[config.mk]
export PLATFORM = sky130hd
export DESIGN_NAME = radix_percent_decoder_core
export DESIGN_NICKNAME = d
export VERILOG_FILES = /design/src/rtl/rpd_pkg.sv /design/src/rtl/rpd_csr.sv /design/src/rtl/rpd_digit.sv /design/src/rtl/radix_percent_decoder_core.sv
export SDC_FILE = /design/constraint.sdc
export NUM_CORES = 1
export LEC_CHECK = 0
export BUFFER_PORTS_ARGS = -buffer_cell sky130_fd_sc_hd__clkbuf_2
export CAP_MARGIN = 5
export CORE_MARGIN = 4
export CORE_UTILIZATION = 30
export DETAILED_ROUTE_END_ITERATION = 6
export GPL_TIMING_DRIVEN = 0
export PLACE_DENSITY = 0.53
export SYNTH_ARGS = -nofsm -noshare
export SYNTH_HDL_FRONTEND = slang
export SYNTH_SLANG_ARGS = --single-unit
[constraint.sdc]
create_clock -name clock -period 6.6 [get_ports clock]
set_clock_uncertainty 0.1 [all_clocks]
set_input_delay 0.33 -clock clock [delete_from_list [all_inputs] [get_ports clock]]
set_output_delay 0.33 -clock clock [all_outputs]
set_load 0.005 [all_outputs]
[src/rtl/rpd_pkg.sv]
`default_nettype none
// ----------------------------------------------------------------------------
// rpd_pkg
// Shared types and constants of the radix percent decoder: character codes,
// register map and the configuration bundle passed to the datapath.
// ----------------------------------------------------------------------------
package rpd_pkg;

   // Special characters of the encoded stream
   localparam logic [7:0] PERCENT_CHAR = 8'h25;
   localparam logic [7:0] MINUS_CHAR   = 8'h2d;

   // Alphabet storage: five 64-bit words, eight symbols each
   localparam int ALPHA_WORDS = 5;
   localparam int WORD_W      = 64;
   localparam int SYM_TOTAL   = ALPHA_WORDS * 8;
   localparam int ALPHA_BITS  = ALPHA_WORDS * WORD_W;

   localparam int RADIX_W       = 6;
   localparam logic [RADIX_W-1:0] RADIX_RESET = 6'd10;

   // Register file: 64-bit registers at byte address 8*index
   localparam int CSR_ADDR_W = 6;
   localparam int CSR_DATA_W = 64;

   typedef enum logic [2:0] {
      REG_RADIX  = 3'd0,
      REG_ALPHA0 = 3'd1,
      REG_ALPHA1 = 3'd2,
      REG_ALPHA2 = 3'd3,
      REG_ALPHA3 = 3'd4,
      REG_ALPHA4 = 3'd5
   } csr_reg_type;

   // Configuration as seen by the datapath
   typedef struct packed {
      logic [RADIX_W-1:0]    radix;
      logic [ALPHA_BITS-1:0] alphabet;  // symbol i in bits [8*i +: 8]
   } cfg_type;

endpackage : rpd_pkg
`default_nettype wire

[src/rtl/rpd_csr.sv]
`default_nettype none
// ----------------------------------------------------------------------------
// rpd_csr
// Configuration register file with a 64-bit APB-style port: digit base and
// the five alphabet words.
// ----------------------------------------------------------------------------
module rpd_csr (
   input  wire logic                             clock,
   input  wire logic                             reset,
   input  wire logic                             csr_psel,
   input  wire logic                             csr_penable,
   input  wire logic                             csr_pwrite,
   input  wire logic [rpd_pkg::CSR_ADDR_W-1:0]   csr_paddr,
   input  wire logic [rpd_pkg::CSR_DATA_W-1:0]   csr_pwdata,
   output logic      [rpd_pkg::CSR_DATA_W-1:0]   csr_prdata,
   output logic                                  csr_pready,
   output rpd_pkg::cfg_type                      cfg
);
   import rpd_pkg::*;

   logic [RADIX_W-1:0]                  radix_ff, radix_in;
   logic [ALPHA_WORDS-1:0][WORD_W-1:0]  alpha_ff, alpha_in;
   logic                                wr_en;
   csr_reg_type                         reg_idx;

   assign csr_pready = 1'b1;
   assign wr_en      = csr_psel & csr_penable & csr_pwrite;
   assign reg_idx    = csr_reg_type'(csr_paddr[CSR_ADDR_W-1:3]);

   // Write decode
   always_comb begin
      radix_in = radix_ff;
      alpha_in = alpha_ff;
      if (wr_en) begin
         unique case (reg_idx)
            REG_RADIX:  radix_in    = csr_pwdata[RADIX_W-1:0];
            REG_ALPHA0: alpha_in[0] = csr_pwdata;
            REG_ALPHA1: alpha_in[1] = csr_pwdata;
            REG_ALPHA2: alpha_in[2] = csr_pwdata;
            REG_ALPHA3: alpha_in[3] = csr_pwdata;
            REG_ALPHA4: alpha_in[4] = csr_pwdata;
            default: ;  // unmapped address, write dropped
         endcase
      end
   end

   always_ff @(posedge clock) begin
      if (reset) begin
         radix_ff <= RADIX_RESET;
         alpha_ff <= '0;
      end else begin
         radix_ff <= radix_in;
         alpha_ff <= alpha_in;
      end
   end

   // Read mux
   always_comb begin
      unique case (reg_idx)
         REG_RADIX:  csr_prdata = {{(CSR_DATA_W-RADIX_W){1'b0}}, radix_ff};
         REG_ALPHA0: csr_prdata = alpha_ff[0];
         REG_ALPHA1: csr_prdata = alpha_ff[1];
         REG_ALPHA2: csr_prdata = alpha_ff[2];
         REG_ALPHA3: csr_prdata = alpha_ff[3];
         REG_ALPHA4: csr_prdata = alpha_ff[4];
         default:    csr_prdata = '0;
      endcase
   end

   assign cfg.radix    = radix_ff;
   assign cfg.alphabet = alpha_ff;

endmodule : rpd_csr
`default_nettype wire

[src/rtl/rpd_digit.sv]
`default_nettype none
// ----------------------------------------------------------------------------
// rpd_digit
// Digit lookup: compares a character against every alphabet symbol in use
// in parallel and returns the lowest matching index, or the effective radix
// when nothing matches. Also returns the effective radix itself.
// ----------------------------------------------------------------------------
module rpd_digit #(
   parameter int MAX_RADIX = 36
) (
   input  wire logic [7:0]                       char_in,
   input  wire rpd_pkg::cfg_type                 cfg,
   output logic [$clog2(MAX_RADIX+1)-1:0]        eff_radix,
   output logic [$clog2(MAX_RADIX+1)-1:0]        digit
);
   import rpd_pkg::*;

   localparam int DIG_W = $clog2(MAX_RADIX + 1);
   localparam int LANES = (MAX_RADIX < SYM_TOTAL) ? MAX_RADIX : SYM_TOTAL;

   logic [LANES-1:0] match;
   logic [LANES-1:0] first_hot;
   logic [DIG_W-1:0] hit_idx;

   // Clamp the programmed base to the number of lanes
   always_comb begin
      if (cfg.radix > RADIX_W'(LANES)) begin
         eff_radix = DIG_W'(LANES);
      end else begin
         eff_radix = DIG_W'(cfg.radix);
      end
   end

   // Per-symbol compare, only lanes below the base take part
   always_comb begin
      for (int i = 0; i < LANES; i++) begin
         match[i] = (cfg.alphabet[8*i +: 8] == char_in) && (DIG_W'(i) < eff_radix);
      end
   end

   // Keep the lowest hit and encode it
   assign first_hot = match & (~match + LANES'(1));

   always_comb begin
      hit_idx = '0;
      for (int i = 0; i < LANES; i++) begin
         if (first_hot[i]) begin
            hit_idx = hit_idx | DIG_W'(i);
         end
      end
   end

   assign digit = (|match) ? hit_idx : eff_radix;

endmodule : rpd_digit
`default_nettype wire

[src/rtl/radix_percent_decoder_core.sv]
`default_nettype none
// ----------------------------------------------------------------------------
// radix_percent_decoder_core
// Decoder for '%'-prefixed groups of digits in a programmable alphabet.
// ----------------------------------------------------------------------------
// Usage:
//   req_* carries one character per item (tdata = char_in, tlast = end of
//   message). rsp_* carries one decoded byte per item (tdata = byte_out,
//   tlast = byte produced by the final character). The csr_* port sets the
//   digit base and the alphabet; write it only while no item is in flight.
//   Each character passes an input register, then lookup and multiply-add
//   into the group state and the result register, which holds its byte on
//   rsp_* until the byte is taken.
//   Throughput is one character per cycle while rsp_tready stays high,
//   limited by the single group accumulator that each character updates
//   in turn.
//   When rsp_tready is low a waiting byte holds in the result register and
//   the staged character waits behind it, whether or not it produces a byte;
//   the input takes one more character into the empty input register and
//   then stalls until the byte is taken.
//   Reset (synchronous) empties both registers, clears the group state and
//   sets the base to 10 with an all-zero alphabet.
// ----------------------------------------------------------------------------
module radix_percent_decoder_core #(
   parameter int MAX_RADIX = 36
) (
   input  wire logic                            clock,
   input  wire logic                            reset,
   // character in
   input  wire logic                            req_tvalid,
   output logic                                 req_tready,
   input  wire logic [7:0]                      req_tdata,   // [7:0] char_in
   input  wire logic                            req_tlast,   // end_of_stream
   // decoded byte out
   output logic                                 rsp_tvalid,
   input  wire logic                            rsp_tready,
   output logic      [7:0]                      rsp_tdata,   // [7:0] byte_out
   output logic                                 rsp_tlast,   // final_byte
   // configuration
   input  wire logic                            csr_psel,
   input  wire logic                            csr_penable,
   input  wire logic                            csr_pwrite,
   input  wire logic [rpd_pkg::CSR_ADDR_W-1:0]  csr_paddr,
   input  wire logic [rpd_pkg::CSR_DATA_W-1:0]  csr_pwdata,
   output logic      [rpd_pkg::CSR_DATA_W-1:0]  csr_prdata,
   output logic                                 csr_pready
);
   import rpd_pkg::*;

   localparam int DIG_W = $clog2(MAX_RADIX + 1);

   cfg_type          cfg;
   logic [DIG_W-1:0] eff_radix;
   logic [DIG_W-1:0] digit;

   // input register
   logic       in_valid_ff, in_valid_in;
   logic [7:0] in_char_ff;
   logic       in_last_ff;

   // group state
   logic       seen_ff, seen_in;
   logic [7:0] gval_ff, gval_in;
   logic       gneg_ff, gneg_in;
   logic       gnon_ff, gnon_in;

   // result register
   logic       out_valid_ff, out_valid_in;
   logic [7:0] out_byte_ff;
   logic       out_last_ff;

   logic        advance;
   logic        is_pct;
   logic        is_minus;
   logic [15:0] mac;
   logic [7:0]  val_upd;
   logic        neg_upd;
   logic        non_upd;
   logic        emit_pct;
   logic        emit;
   logic [7:0]  emit_byte;

   rpd_csr u_csr (
      .clock       (clock),
      .reset       (reset),
      .csr_psel    (csr_psel),
      .csr_penable (csr_penable),
      .csr_pwrite  (csr_pwrite),
      .csr_paddr   (csr_paddr),
      .csr_pwdata  (csr_pwdata),
      .csr_prdata  (csr_prdata),
      .csr_pready  (csr_pready),
      .cfg         (cfg)
   );

   rpd_digit #(
      .MAX_RADIX (MAX_RADIX)
   ) u_digit (
      .char_in   (in_char_ff),
      .cfg       (cfg),
      .eff_radix (eff_radix),
      .digit     (digit)
   );

   // Handshake: the staged item moves on unless it would overwrite a held byte
   assign advance    = in_valid_ff && (!out_valid_ff || rsp_tready);
   assign req_tready = !in_valid_ff || advance;

   always_comb begin
      in_valid_in = in_valid_ff;
      if (req_tvalid && req_tready) begin
         in_valid_in = 1'b1;
      end else if (advance) begin
         in_valid_in = 1'b0;
      end
   end

   always_ff @(posedge clock) begin
      if (reset) begin
         in_valid_ff <= 1'b0;
      end else begin
         in_valid_ff <= in_valid_in;
      end
   end

   always_ff @(posedge clock) begin
      if (req_tvalid && req_tready) begin
         in_char_ff <= req_tdata;
         in_last_ff <= req_tlast;
      end
   end

   // Character step: group state after this character, before any emit
   assign is_pct   = (in_char_ff == PERCENT_CHAR);
   assign is_minus = (in_char_ff == MINUS_CHAR);
   assign mac      = 16'(gval_ff) * 16'(eff_radix) + 16'(digit);

   always_comb begin
      val_upd = gval_ff;
      neg_upd = gneg_ff;
      non_upd = gnon_ff;
      if (!is_pct) begin
         if (is_minus) begin
            neg_upd = gneg_ff | !gnon_ff;
         end else begin
            val_upd = mac[7:0];
         end
         non_upd = 1'b1;
      end
   end

   // A '%' after the message started closes the group; the last character
   // also closes a non-empty group. A '%' leaves the group untouched, so
   // both cases emit from the stepped state.
   assign emit_pct  = is_pct && seen_ff;
   assign emit      = emit_pct || (in_last_ff && non_upd);
   assign emit_byte = neg_upd ? (8'd0 - val_upd) : val_upd;

   always_comb begin
      seen_in = seen_ff;
      gval_in = gval_ff;
      gneg_in = gneg_ff;
      gnon_in = gnon_ff;
      if (advance) begin
         seen_in = seen_ff | !is_pct;
         gval_in = val_upd;
         gneg_in = neg_upd;
         gnon_in = non_upd;
         if (emit || in_last_ff) begin
            gval_in = '0;
            gneg_in = 1'b0;
            gnon_in = 1'b0;
         end
         if (in_last_ff) begin
            seen_in = 1'b0;
         end
      end
   end

   always_ff @(posedge clock) begin
      if (reset) begin
         seen_ff <= 1'b0;
         gval_ff <= '0;
         gneg_ff <= 1'b0;
         gnon_ff <= 1'b0;
      end else begin
         seen_ff <= seen_in;
         gval_ff <= gval_in;
         gneg_ff <= gneg_in;
         gnon_ff <= gnon_in;
      end
   end

   // Result register
   always_comb begin
      out_valid_in = out_valid_ff;
      if (advance) begin
         out_valid_in = emit;
      end else if (rsp_tready) begin
         out_valid_in = 1'b0;
      end
   end

   always_ff @(posedge clock) begin
      if (reset) begin
         out_valid_ff <= 1'b0;
      end else begin
         out_valid_ff <= out_valid_in;
      end
   end

   always_ff @(posedge clock) begin
      if (advance && emit) begin
         out_byte_ff <= emit_byte;
         out_last_ff <= in_last_ff;
      end
   end

   assign rsp_tvalid = out_valid_ff;
   assign rsp_tdata  = out_byte_ff;
   assign rsp_tlast  = out_last_ff;

`ifndef SYNTHESIS
   // A held byte is never dropped while the receiver stalls
   a_hold_byte: assert property (@(posedge clock) disable iff (reset)
      out_valid_ff && !rsp_tready |=> out_valid_ff)
      else $error("decoded byte lost under stall");

   // A non-empty group implies the message has started
   a_group_seen: assert property (@(posedge clock) disable iff (reset)
      gnon_ff |-> seen_ff)
      else $error("group open before any non-percent character");

   // The final character leaves all group state cleared
   a_last_clears: assert property (@(posedge clock) disable iff (reset)
      advance && in_last_ff |=> !seen_ff && !gnon_ff && !gneg_ff && (gval_ff == 8'd0))
      else $error("state not cleared after end of message");

   // An empty input stage always takes a new character
   a_ready_empty: assert property (@(posedge clock) disable iff (reset)
      !in_valid_ff |-> req_tready)
      else $error("input stalled while empty");
`endif

endmodule : radix_percent_decoder_core
`default_nettype wire

==> run summary <==
Status - finished, final reports clean
Number of nets in the layout - 2,954
Minimum clock period - 6.38 ns
First-pass GRT wire length - 138 mm
Syn Inst Count - 2,559
Number of buffers on the longest clock path - 3
CP Cell Sequence - buf_2, buf_2, a21oi_1, nor4_1, or4_1, nor4_1, nand4_1, nor3b_1, nor3_1, fa_1, inv_1, ha_1, nor2b_1, o21ai_0, a21boi_0, o21a_1, or3_1, mux2_2, o221a_2, xor2_1
Final instance area - 24,300 sq um
Number of global-route vias before repair - 19.5k
Initial drt markers - 2,330
HPWL after detailed placement - 69.9 mm
Count of endpoints failing hold in the final timing report - 0
Minimum hold slack - 0.0272 ns
Maximum number of pins on one net before global-route repair - 13
Number of warnings printed during yosys synthesis - 0
Post-Syn Area - 20,200 sq um
Clock transition at path regs - 0.06 ns
TNS Setup - 0 ns
Area added between synthesis and finish - 20.6%
# IOs - 162
Ratio of cells with drive above 1 in the final layout - 0.107
Overall via count from detail_route - 20.5k
Master of the slowest instance on the critical path - sky130_fd_sc_hd__a21oi_1
Drc violations - 0
Crit start category - flop
Drt via density - 5.49
Top library cells by usage in the layout, fill and taps aside - 738 x sky130_fd_sc_hd__nand2_1, 347 x sky130_fd_sc_hd__a21oi_1, 339 x sky130_fd_sc_hd__dfxtp_1
Placement Cell Area - 22,000 sq um
Count of maximum capacitance violations - 0
Cell Pwr Density - 222 nW/um^2
Clock Tree Root - sky130_fd_sc_hd__clkbuf_16
Number of clock buffers inserted by TritonCTS - 44
RSZ-0062 raised after global routing - false
Peak clock frequency supported by timing - 157 MHz
Largest stage delay on the critical path - 0.89 ns
Transition time of the tightest slew-check pin - 1.40 ns
Clock sink count - 357
Syn_nets - 2,678
Static Leakage - 8.71 nW
Data arrival time of the worst path - 6.60 ns
Commonest non-fill, non-tap cell in the layout - sky130_fd_sc_hd__nand2_1
Number of distinct library cell variants in the gate-level netlist after synthesis - 82
Class of the most critical setup path - reg2reg
Effective utilization at floorplan - 0.304
Post-detailed-routing wire length - 97.1 mm
Worst ir drop on vdd - 0.135 mV
Total grt overflow - 0
Count of placed standard cells in the final layout, fillers left out - 3,733
Flops & latches, synth - 357
Remaining max-slew budget at the tightest pin - 0.0679
Total GRT Usage - 0.264
Count of input and output buffers - 156
Cell count after placement - 3,581
Period Utilization, post-route - 0.967
Post-DRT Antenna Nets - 0
Dominant synthesized flop cell - sky130_fd_sc_hd__dfxtp_1
Die Y - 267 um
Worst Path Required - 6.82 ns
Die width - 267 um
Total Power - 5.40 mW
Avg Cell Area, Syn - 7.88 sq um
Fraction of the yosys area taken by sequential cells - 0.364
Clock H-tree levels - 2
Routed length per placed instance - 26.0 um
Router iterations before antenna repair - 6
Core region area - 66,200 sq um
Die area - 71,400 sq um
Share of synthesized registers carrying an async set or reset - 0
Std cell rows - 94
Number of setup violations in the final report - 0
Count of pins over their slew limit - 0
Maximum fanout along the worst path - 10
Critical path endpoint category - flop
Class of the worst hold path - in2reg
Clock tree from TritonCTS - done
Final weighted congestion of routability-driven global placement - 0.987
Antenna violations before repair - 2
Number of synthesized flops with an enable pin - 18
Clock latency on the worst-skew pair - 0.58 ns
## final timing paths
kind | from | to | slack [ns] | depth (start not counted)
max | u_csr.radix_ff[3] | rsp_tdata[7] | 0.22 | 20
min | csr_pwdata[25] | u_csr.cfg[281] | 0.03 | 3
max reg2reg | u_csr.radix_ff[3] | rsp_tdata[7] | 0.22 | 20
min reg2reg | u_csr.cfg[319] | u_csr.cfg[319] | 0.35 | 2
## critical path: cells and delay by family, from the launching register on
kind	cells	cell delay, ns
DFF	1	0.30
AOI/OAI and AO/OA	5	1.59
xor gates and xnor gates	1	0.16
adders and majority gates	2	0.81
and+or+nand+nor	8	2.46
muxes	1	0.27
buffers and inverters	3	0.42
## synth_stat cells, drive strengths merged (17+ instances only)
master	number	area, sq um
a21oi	347	1740
a221o	57	571
buf	58	457
clkbuf	132	495
dfxtp	339	6790
edfxtp	18	541
ha	17	213
inv	37	139
mux2i	70	701
nand2	738	2770
nand3	20	105
nand4	44	282
nor2	58	225
nor3	24	130
nor4	30	203
o21ai	78	390
xnor2	193	1690
xor2	110	963
## repair_timing
action                                  CTS  global route
resized for setup                         0             2
endpoints found under the setup margin    0             1
hold buffers                             72             0
endpoints found under the hold margin   297             0
setup buffers                             0             0
## power by group
| part | internal [mW] | switching (mW) | total (mW) |
|---|---|---|---|
| Combinational | 0.186 | 0.388 | 0.574 |
| Clock | 1.59 | 1.02 | 2.61 |
| Sequential | 2.20 | 0.0216 | 2.22 |
| Total | 3.97 | 1.43 | 5.40 |
## stage by stage
step	util	setup slack (ns)
2_1_floorplan	-	1.53
3_3_place_gp	0.333	0.333
3_5_place_dp	0.333	0.339
4_1_cts	0.367	0.325
5_1_grt	0.367	0.0124
6_report	0.367	0.219
## area by class of cell
cell class	count	area [sq um]
Clock buffer	63	1290
Multi-Input combinational cell	1974	11700
Sequential cell	357	7330
Clock inverter	16	230
Buffer	190	952
Tap cell	864	1080
Fill cell	7011	41900
Timing Repair Buffer	230	1530
Antenna cell	1	2.50
Inverter	38	143
## routing by layer
metal / up-vias / GRT usage / part of all wire
met1: 9880 / 0.357 / 0.42
met3: 227 / 0.0386 / 0.087
li1: 9261 / - / -
met2: 1112 / 0.421 / 0.45
met5: - / 0 / 0
met4: 0 / 0.110 / 0.047
## state kept, by name (all words and copies together) (netlist names)
register        flops
u_csr.cfg         320
gval_ff             8
in_char_ff          8
rsp_tdata           8
u_csr.radix_ff      6
gneg_ff             1
gnon_ff             1
in_last_ff          1
in_valid_ff         1
rsp_tlast           1
rsp_tvalid          1
seen_ff             1
## cell families after synthesis
family          count (synthesis)  synth area share
compound gates                567             0.168
xor+xnor                      304             0.133
fa+ha+maj                      33            0.0264
buf+inv                       228            0.0543
flops                         357             0.364
mux                            79            0.0398
other cells                     1          0.000186
simple gates                  990             0.215
Power figures use the tool's default switching activity.
